$ cat src/ipv4hc_pkg.sv
// Package for the IPv4 header checker: verdict codes, field widths,
// the queue item carried from front to back, and the default queue depth.
// No dependencies.
package ipv4hc_pkg;

  localparam int unsigned QUEUE_DEPTH_DEF = 4;

  localparam logic [31:0] BROADCAST_ADDR = 32'hFFFF_FFFF;
  localparam logic [15:0] SUM_GOOD       = 16'hFFFF;
  localparam logic [15:0] COUNT_MAX      = 16'hFFFF;
  localparam logic [3:0]  IP_VERSION     = 4'd4;
  localparam logic [3:0]  IHL_MIN        = 4'd5;

  // Byte positions inside the header
  localparam logic [15:0] POS_TTL        = 16'd8;
  localparam logic [15:0] POS_DEST_FIRST = 16'd16;
  localparam logic [15:0] POS_DEST_LAST  = 16'd19;

  typedef enum logic [2:0] {
    V_ACCEPT  = 3'd0,
    V_VERSION = 3'd1,
    V_HDRLEN  = 3'd2,
    V_TTL     = 3'd3,
    V_DEST    = 3'd4,
    V_SUM     = 3'd5,
    V_TRUNC   = 3'd6
  } verdict_t;

  // One classified byte, from front to back
  typedef struct packed {
    logic [7:0]  data;
    logic        last;
    logic        first;     // byte 0: version and IHL
    logic        ttl;       // TTL byte
    logic        dest;      // one of the destination bytes
    logic        odd;       // second byte of a 16-bit word
    logic        near;      // position below 64
    logic [5:0]  pos_lo;    // low bits of the position
    logic [15:0] total;     // saturated count including this byte
  } item_t;

endpackage

$ cat src/ipv4hc_back.sv
// Back part of the IPv4 header checker: header fields, ones'-complement
// sum, verdict and output register. Depends on ipv4hc_pkg.
module ipv4hc_back import ipv4hc_pkg::*; (
  input  logic        clk,
  input  logic        rst,
  input  logic [31:0] local_address,
  input  logic        q_valid,
  input  item_t       q_item,
  output logic        take,
  output logic        m_valid,
  input  logic        m_ready,
  output verdict_t    m_verdict,
  output logic [15:0] m_length
);

  logic [7:0]  version_ihl_byte, version_ihl_byte_next;
  logic        ttl_is_zero, ttl_is_zero_next;
  logic [31:0] dest_shift, dest_shift_next;
  logic [15:0] sum_acc, sum_acc_next;
  logic [7:0]  high_half, high_half_next;
  logic [16:0] sum_raw;
  logic [3:0]  ihl;
  logic [5:0]  hdr_bytes;
  logic        out_free;
  verdict_t    verdict;

  assign out_free = !m_valid || m_ready;
  assign take     = q_valid && (!q_item.last || out_free);

  // Per-packet field updates for the byte at the queue head
  always_comb begin
    version_ihl_byte_next = q_item.first ? q_item.data : version_ihl_byte;
    ttl_is_zero_next      = q_item.ttl ? (q_item.data == '0) : ttl_is_zero;
    dest_shift_next       = q_item.dest ? {dest_shift[23:0], q_item.data} : dest_shift;
    ihl                   = version_ihl_byte_next[3:0];
    hdr_bytes             = {ihl, 2'b00};
    high_half_next        = q_item.odd ? high_half : q_item.data;
    sum_raw               = {1'b0, sum_acc} + {1'b0, high_half, q_item.data};
    sum_acc_next          = sum_acc;
    if (q_item.odd && q_item.near && (q_item.pos_lo < hdr_bytes)) begin
      sum_acc_next = sum_raw[15:0] + {15'b0, sum_raw[16]};
    end
  end

  // Verdict, in check priority
  always_comb begin
    priority if (version_ihl_byte_next[7:4] != IP_VERSION) begin
      verdict = V_VERSION;
    end else if (ihl < IHL_MIN) begin
      verdict = V_HDRLEN;
    end else if (q_item.total < {10'b0, hdr_bytes}) begin
      verdict = V_TRUNC;
    end else if (ttl_is_zero_next) begin
      verdict = V_TTL;
    end else if (dest_shift_next != BROADCAST_ADDR && dest_shift_next != local_address) begin
      verdict = V_DEST;
    end else if (sum_acc_next != SUM_GOOD) begin
      verdict = V_SUM;
    end else begin
      verdict = V_ACCEPT;
    end
  end

  // Packet state, cleared after the final byte
  always_ff @(posedge clk) begin
    if (rst) begin
      version_ihl_byte <= '0;
      ttl_is_zero      <= 1'b0;
      dest_shift       <= '0;
      sum_acc          <= '0;
      high_half        <= '0;
    end else if (take) begin
      if (q_item.last) begin
        version_ihl_byte <= '0;
        ttl_is_zero      <= 1'b0;
        dest_shift       <= '0;
        sum_acc          <= '0;
        high_half        <= '0;
      end else begin
        version_ihl_byte <= version_ihl_byte_next;
        ttl_is_zero      <= ttl_is_zero_next;
        dest_shift       <= dest_shift_next;
        sum_acc          <= sum_acc_next;
        high_half        <= high_half_next;
      end
    end
  end

  // Output register
  always_ff @(posedge clk) begin
    if (rst) begin
      m_valid <= 1'b0;
    end else if (take && q_item.last) begin
      m_valid <= 1'b1;
    end else if (m_ready) begin
      m_valid <= 1'b0;
    end
  end

  always_ff @(posedge clk) begin
    if (take && q_item.last) begin
      m_verdict <= verdict;
      m_length  <= q_item.total;
    end
  end

  a_result_follows_last: assert property (@(posedge clk) disable iff (rst)
    take && q_item.last |=> m_valid && m_length == $past(q_item.total))
    else $error("final byte gave no result");

  a_no_overwrite: assert property (@(posedge clk) disable iff (rst)
    m_valid && !m_ready |-> !(take && q_item.last))
    else $error("pending result overwritten");

  a_state_cleared: assert property (@(posedge clk) disable iff (rst)
    take && q_item.last |=> sum_acc == '0 && version_ihl_byte == '0)
    else $error("packet state not cleared");

endmodule

$ cat config.mk
export PLATFORM = sky130hd
export DESIGN_NAME = ipv4hc_back
export DESIGN_NICKNAME = d
export VERILOG_FILES = /design/src/ipv4hc_pkg.sv /design/src/ipv4hc_back.sv
export SDC_FILE = /design/constraint.sdc
export NUM_CORES = 1
export LEC_CHECK = 0
export ABC_AREA = 1
export BUFFER_PORTS_ARGS = -buffer_cell sky130_fd_sc_hd__buf_2
export CORE_MARGIN = 2
export CORE_UTILIZATION = 62
export DETAILED_ROUTE_END_ITERATION = 6
export GPL_TIMING_DRIVEN = 0
export PLACE_DENSITY = 0.86
export SLEW_MARGIN = 5
export SYNTH_ARGS = -nofsm -noshare
export SYNTH_HDL_FRONTEND = slang
export SYNTH_SLANG_ARGS = --single-unit
$ cat constraint.sdc
create_clock -name clk -period 8.7 [get_ports clk]
set_input_delay 1.305 -clock clk [delete_from_list [all_inputs] [get_ports clk]]
set_output_delay 1.305 -clock clk [all_outputs]
set_load 0.03 [all_outputs]
-- Word level (Yosys, flattened, before mapping)
Index checks and enable logic that the tools add are counted.
- register bits: 85
- input bits: 72
- output and inout port bits: 21
- word-level logic and storage cells: 49
- $add $sub $neg: 2
- $lt $le $gt $ge: 3
- equal/unequal tests: 5
- muxes and demuxes: 17
- reductions and logical operators: 13
- operators with widths (kind ; count):
    $mux W32 ; 2
    $mux W16 ; 2
    $mux W8 ; 4
    $ne A32 B32 Y1 ; 1
    $ne A32 B32 Y1 const B ; 1
    $add A16 B16 Y17 ; 1
    $add A16 B1 Y16 ; 1
    $lt A16 B6 Y1 ; 1
    $ne A16 B16 Y1 const B ; 1
    $mux W3 ; 4
    $logic_not A8 Y1 ; 1
    $lt A6 B6 Y1 ; 1
    $logic_and A1 B1 Y1 ; 5
    $lt A4 B3 Y1 const B ; 1
    $mux W1 ; 4
    $ne A4 B3 Y1 const B ; 1
    $logic_not A1 Y1 ; 2
    $logic_or A1 B1 Y1 ; 2
    $mux W2 ; 1
    $ne A2 B1 Y1 const B ; 1
    $reduce_and A2 Y1 ; 1
    $reduce_bool A2 Y1 ; 1
    $reduce_or A2 Y1 ; 1

-- Depth between registers and ports, before layout
Gate-level depths: netlist of the first run.
- depth after elaboration: 10
- depth in mapped cells: 33
- depth with buffers taken out: 33

-- Least setup slack after synthesis of the first run
No wires, ideal clock.
- path kind: input -> register
- start point: input port q_item[28] (netlist bit)
- end point: register m_verdict[0] (data pin)
- setup time: 267 ps
- arrival time: 4258 ps
- data required time: 8433 ps
- path slack: 4175 ps
- cell stages on the path: 33
- path buffers: 0
- cells stage by stage: ha_1 inv_1 fa_1 inv_1 nand2_2 nand2_2 nand3_2 nand2_1 nand3_1 nand2_1 a21oi_1 o21bai_1 ha_1 ha_1 inv_1 nor2_2 nand3_1 nor2_1 nand2_1 nand2_1 nand2_1 nand2_1 nand2_1 nor2_1 nand2_1 nor2_1 nand3_1 nor2_1 nand2_1 nand2_1 nand2_1 nand2_1 nand2_1
- word-level cells in the longest chain between the ends: 10
- elaborated cells on any way between the ends: 20
- classes of those cells: add/sub (2); order compare (3); eq/ne (3); mux (9); reduce/logical (3)
- RTL lines (what ; RTL line ; text):
    start, declared ; ipv4hc_back.sv:8 ; input item_t q_item,
    parallel branches: the longest is 9 deep, another holds $add A16 B16 Y17 ; -- ;
    $mux W2 (*) ; ipv4hc_back.sv:49 ; end else if (ihl < IHL_MIN) begin
    end signal, assigned ; ipv4hc_back.sv:102 ; m_verdict <= verdict;
    end, declared ; ipv4hc_back.sv:12 ; output verdict_t m_verdict,
Mark *: on every way between the ends.
A chain may end at the register's enable or synchronous reset.

-- Final worst setup path of the first run
Ends and elaborated chain as after synthesis.

==> reports/results.txt, run 1 <==
outcome: finished, final reports clean
port bufs: 89
CTS H-tree lvls: 3
Place WS: 3100 ps
Final ANT Viol Nets: 0
most frequent cells in the layout: 307 x nand2_1, 100 x inv_1, 93 x buf_2
Gate power share: 18.5%
worst min-delay path endpoint: dest_shift[30]
Filler cells: 815
mapped cell area: 5820 sq um
syn nets: 980
# DRC: 0
post-CTS setup buffer count: 0
Util after Layout: 72.0%
share of layout cells above drive strength 1: 15.1%
first-pass GRT wire length: 25.0 mm
worst slew pin tran: 926 ps
final period utilization: 60.3%
crit path DAT: 5340 ps
post-layout min period: 5240 ps
Final setup viols: 0
max cap viols: 0
min-delay src: dest_shift[30]
die area: 10200 sq um
maximum vdd drop: 0.0936 mV
internal power: 0.587 mW
Initial Util: 63.5%
wire length per cell: 13.9 um
endpoint type of the worst setup path: register
Bufs and invs on worst path: 4
io pins: 93
clock share of power: 31.9%
number of diodes: 0
top_reg_cell synth: dfxtp_1
Unique masters post-synth: 40
switching share of power: 30.3%
Reg2Reg Capture Point: m_verdict[0]
root buffer cell: clkbuf_8
Max stage delay on crit path: 410 ps
Core ar.: 9150 sq um
initial DRC count: 361
part of the power in registers: 49.6%
R2R Path Start: sum_acc[0]
R2R depth: 31
FMAX: 191 MHz
vias in the first global route: 5597
final WL: 15.2 mm
CTS tree: built
RSZ-0062 raised after global routing: no
Slowest cell on crit path: fa_1
CP top delay family: simple AND/OR/NAND/NOR gates
Num CTS Buffers: 9
cell row count: 35
drt first pass iters: 6
via/cell ratio: 5.44
most frequent CP cell: nand2_1
Min-Delay Path Class: register to register
Area Growth Syn to Fin: 13.3%
final worst slack: 3460 ps
hpwl dp: 12.1 mm
Mapped Cells: 883
final hold vios: 0
Yosys reg bits: 85
Slew Viols, Final: 0
register area share after synthesis: 32.5%
max_slew headroom: 37.8%
routability cong.: 0.969
PostCTS Resize Cnt: 0
critical path class: primary input to register
setup tns final: 0 ps
initial antenna violation count: 0
Async S/R FF share, synth: 0%
CTS Sinks: 85
Post-synth EDFFs: 19
total track usage: 30.9%
clock slew at reported path FFs: 90 ps
net switching power: 0.256 mW
insertion delay to the later sink of the worst-skew pair: 360 ps
Power Density: 128 nW/um^2
vias post-DR: 5979
mean area per synthesized cell: 6.59 sq um
slack of the worst reg-to-reg path: 4250 ps
reported leakage power: 2.97 nW
Die Height: 101 um
required time of the critical path: 8800 ps
Final #Nets: 1080
Clock Path Buffers: 2
Worst Skew: 15.1 ps
Max Fanout on Critical Path: 5
GR Overflow Total: 0
commonest non-fill, non-tap cell in the layout: nand2_1
hold_buf cts: 0
Worst Hold Depth: 2
yosys warns: 0
Critical Path Start Type: primary input
pin count of the biggest net entering global routing: 21
Die W: 101 um
[synthesized netlist by cell type, drive strengths merged, types with 7 or more instances]
cell / instances / area, sq um
nand2: 319 / 1230
inv: 102 / 383
a21oi: 77 / 385
dfxtp: 66 / 1320
nand3: 56 / 313
nor2: 52 / 245
o21ai: 45 / 225
ha: 24 / 300
xor2: 22 / 193
clkbuf: 20 / 75.1
edfxtp: 19 / 571
nand4: 17 / 106
xnor2: 12 / 105
or2: 11 / 68.8
nor4: 9 / 56.3
buf: 7 / 31.3
[worst reg2reg max path: cells and delay by family, from the launching register on]
family	cells	cell delay (ps)
and+or+nand+nor	21	2040
adders and majority gates	4	1090
AOI/OAI and AO/OA	3	380
DFF	1	360
buffers and inverters	3	290
[worst max path at each step]
stage | start | endpoint | slack [ps] | cells past startpoint
global route | q_item[28] | m_verdict[0] | 3060 | 34
floorplan | q_item[28] | m_verdict[0] | 4180 | 33
CTS | q_item[28] | m_verdict[0] | 3500 | 34
detailed placement | q_item[28] | m_verdict[0] | 3100 | 34
global placement | q_item[28] | m_verdict[0] | 3160 | 34
finish | q_item[28] | m_verdict[0] | 3460 | 32
[routing by layer]
metal / vias up / GRT usage, % / wire length [um]
met2: 195 / 55.0 / 7460
met4: 0 / 12.0 / 417
met5: - / 0 / 0
met3: 42 / 4.99 / 854
met1: 2695 / 37.0 / 6490
li1: 3047 / - / -
[cell families (layout without fill, tap and decap cells)]
kind of cell | after synthesis | after routing | share of synthesized area, %
buffers and inverters | 130 | 235 | 8.48
adders and majority gates | 25 | 25 | 5.51
DFF | 85 | 85 | 32.5
muxes | 4 | 4 | 0.688
AOI/OAI and AO/OA | 133 | 133 | 12.0
and+or+nand+nor | 472 | 472 | 35.6
xor gates and xnor gates | 34 | 34 | 5.12
[cell type report]
type / count / area, sq um / area share (%)
Sequential cell: 85 / 1890 / 28.7
Multi-Input combinational cell: 668 / 3430 / 52.1
Buffer: 27 / 106 / 1.61
Inverter: 103 / 387 / 5.87
Timing Repair Buffer: 89 / 445 / 6.76
Clock inverter: 5 / 33.8 / 0.513
Tap cell: 111 / 139 / 2.11
Clock buffer: 11 / 153 / 2.32
[stage by stage]
stage / hold slack, ps / power (mW) / cell area [sq um] / cells
after floorplan: 442 / 0.529 / 5820 / 883
after global routing: 481 / 0.877 / 6590 / 1099
after detailed placement: 455 / 0.580 / 6400 / 1083
after CTS: 468 / 0.842 / 6590 / 1099
after global placement: 451 / 0.577 / 6400 / 1083
final: 469 / 0.842 / 6590 / 1099
[power by group through the flow]
stage / clock network [mW] / logic [mW] / registers, mW
6_report: 0.269 / 0.156 / 0.418
3_3_place_gp: 0 / 0.150 / 0.426
5_1_grt: 0.285 / 0.173 / 0.419
4_1_cts: 0.270 / 0.155 / 0.417
2_1_floorplan: 0 / 0.0952 / 0.434
3_5_place_dp: 0 / 0.154 / 0.427
[sequential cells by signal, indices dropped and copies added (netlist names)]
name	count
dest_shift	32
m_length	16
sum_acc	16
high_half	8
version_ihl_byte	8
m_verdict	3
m_valid	1
ttl_is_zero	1
Note: power is estimated with default switching activity, not from simulation.
==> inputs of run 2 (changes only) <==
--- a/config.mk
+++ b/config.mk
@@ -8,10 +8,10 @@
 export ABC_AREA = 1
 export BUFFER_PORTS_ARGS = -buffer_cell sky130_fd_sc_hd__buf_2
 export CORE_MARGIN = 2
-export CORE_UTILIZATION = 62
+export CORE_UTILIZATION = 52
 export DETAILED_ROUTE_END_ITERATION = 6
 export GPL_TIMING_DRIVEN = 0
-export PLACE_DENSITY = 0.86
+export PLACE_DENSITY = 0.77
 export SLEW_MARGIN = 5
 export SYNTH_ARGS = -nofsm -noshare
 export SYNTH_HDL_FRONTEND = slang
==> constraint.sdc (replaced) <==
create_clock -name clk -period 4.4 [get_ports clk]
set_input_delay 0.66 -clock clk [delete_from_list [all_inputs] [get_ports clk]]
set_output_delay 0.66 -clock clk [all_outputs]
set_load 0.03 [all_outputs]
==> run 2 against run 1 <==
Effect of this change: global-route usage shrank 4.1 points; worst hold slack lost 4.1 ps; die area grew 18%; first-iteration DRC count grew 33%; via count shrank 1.7%; largest cell class unchanged; sequential cell count is the same; utilization shrank 10 points.
==> reports/results.txt, run 2 (same netlist as run 1, synthesis figures left out) <==
Filler cells: 1075
drt first pass iters: 5
cell row count: 38
Max Fanout on Critical Path: 5
min-delay src: q_item[0]
Die W: 110 um
clock slew at reported path FFs: 90 ps
Largest register FFs: 32
Slowest cell on crit path: fa_2
slack of the worst reg-to-reg path: 280 ps
net switching power: 0.511 mW
endpoint type of the worst setup path: register
Bufs and invs on worst path: 4
insertion delay to the later sink of the worst-skew pair: 370 ps
final hold vios: 0
post-layout min period: 4150 ps
Reg2Reg Capture Point: m_verdict[0]
GR Overflow Total: 0
internal power: 1.24 mW
final instance area: 6750 sq um
Final ANT Viol Nets: 0
reported leakage power: 2.98 nW
vias in the first global route: 5330
part of the power in registers: 47.1%
Final setup viols: 0
share of layout cells above drive strength 1: 16.6%
CTS tree: built
Most flops, register: dest_shift
max cap viols: 0
FMAX: 241 MHz
routability cong.: 0.912
most frequent cells in the layout: 305 x nand2_1, 99 x inv_1, 92 x buf_2
Area after DPL: 6440 sq um
worst slew pin tran: 950 ps
io pins: 93
top flop regs: dest_shift (32), m_length (16), sum_acc (16)
crit path DAT: 4260 ps
critical path class: primary input to register
max_slew headroom: 36.2%
port bufs: 89
initial antenna violation count: 0
final WL: 15.6 mm
# DRC: 0
worst min-delay path endpoint: m_length[0]
Num CTS Buffers: 9
Min-Delay Path Class: primary input to register
final period utilization: 94.4%
Core ar.: 10900 sq um
clock share of power: 35.0%
wire length per cell: 13.8 um
vias post-DR: 5879
CP top delay family: simple AND/OR/NAND/NOR gates
hold_buf cts: 0
Max stage delay on crit path: 360 ps
Clock Path Buffers: 2
pin count of the biggest net entering global routing: 21
first-pass GRT wire length: 25.0 mm
CTS H-tree lvls: 3
Gate power share: 17.9%
Slew Viols, Final: 0
switching share of power: 29.2%
R2R Path Start: sum_acc[0]
number of diodes: 0
Die Height: 110 um
Final #Nets: 1081
CTS Sinks: 85
die area: 12000 sq um
Initial Util: 53.4%
maximum vdd drop: 0.176 mV
Worst Skew: 9.42 ps
required time of the critical path: 4500 ps
total track usage: 26.7%
initial DRC count: 479
Power Density: 260 nW/um^2
Hold Worst Slack: 465 ps
Worst Hold Depth: 1
R2R depth: 33
root buffer cell: clkbuf_8
most frequent CP cell: nand2_1
Critical Path Start Type: primary input
outcome: finished, final reports clean
commonest non-fill, non-tap cell in the layout: nand2_1
via/cell ratio: 5.21
Area Growth Syn to Fin: 16.0%
hpwl dp: 12.2 mm
==> run 2: cell count changes in the layout (fill, tap and decap cells not counted), moves of 2 or more <==
cell       change
nand2_4        +2
ha_1           -3
nand2_1        -2
buf_4          +2
nand3_2        +2
nand3_1        -3
ha_2           +2
clkinv_2       -2
nor2_4         +3
bufinv_16      +2
nor2_1         -4
==> run 2: cell type report <==
| type | instances | area, sq um | share of cell area (%) |
|---|---|---|---|
| inverters | 103 | 387 | 5.73 |
| clock inverters | 6 | 87.6 | 1.30 |
| clock buffers | 10 | 128 | 1.89 |
| repair buffers | 90 | 455 | 6.75 |
| well taps | 140 | 175 | 2.60 |
| multi-input cells | 668 | 3520 | 52.1 |
| plain buffers | 27 | 106 | 1.58 |
| flip-flops and latches | 85 | 1890 | 28.0 |
==> run 2: power by group through the flow <==
stage                     Clock, mW  Sequential, mW  Combinational [mW]
after detailed placement          0           0.844               0.306
final                         0.613           0.825               0.314
after floorplan                   0           0.858               0.188
after global placement            0           0.843               0.302
after global routing          0.646           0.828               0.350
after CTS                     0.620           0.825               0.310
==> run 2: metal layers <==
layer	GRT usage (%)	wire, um
met5	0	0
met2	46.1	7440
met1	34.6	7100
met3	3.62	803
met4	8.50	263
==> run 2: how the worst max path moves through the flow <==
stage                    start           end  slack (ps)  depth (start not counted)
global placement    q_item[28]  m_verdict[0]        -630                         34
floorplan           q_item[28]  m_verdict[0]         520                         33
CTS                 q_item[28]  m_verdict[0]          20                         34
detailed placement  q_item[28]  m_verdict[0]        -670                         34
finish              q_item[28]  m_verdict[0]         250                         34
global route        q_item[28]  m_verdict[0]         -10                         34
==> run 2: stage by stage <==
step / cells / TNS, ps / utilization, % / power (mW) / setup WS, ps
floorplan: 883 / 0 / - / 1.05 / 520
global placement: 1112 / -1340 / 59.1 / 1.14 / -631
detailed placement: 1112 / -1460 / 59.1 / 1.15 / -671
CTS: 1128 / 0 / 61.3 / 1.76 / 20.3
global route: 1129 / -13.8 / 62.0 / 1.82 / -13.8
finish: 1129 / 0 / 62.0 / 1.75 / 248
==> run 2: what timing repair did <==
action | CTS | global route
setup endpoints to repair | 2 | 2
gates resized for setup | 7 | 16
pin swaps | 2 | 8
hold endpoints to repair | 0 | 0
setup buffers | 0 | 1
gates cloned | 0 | 0
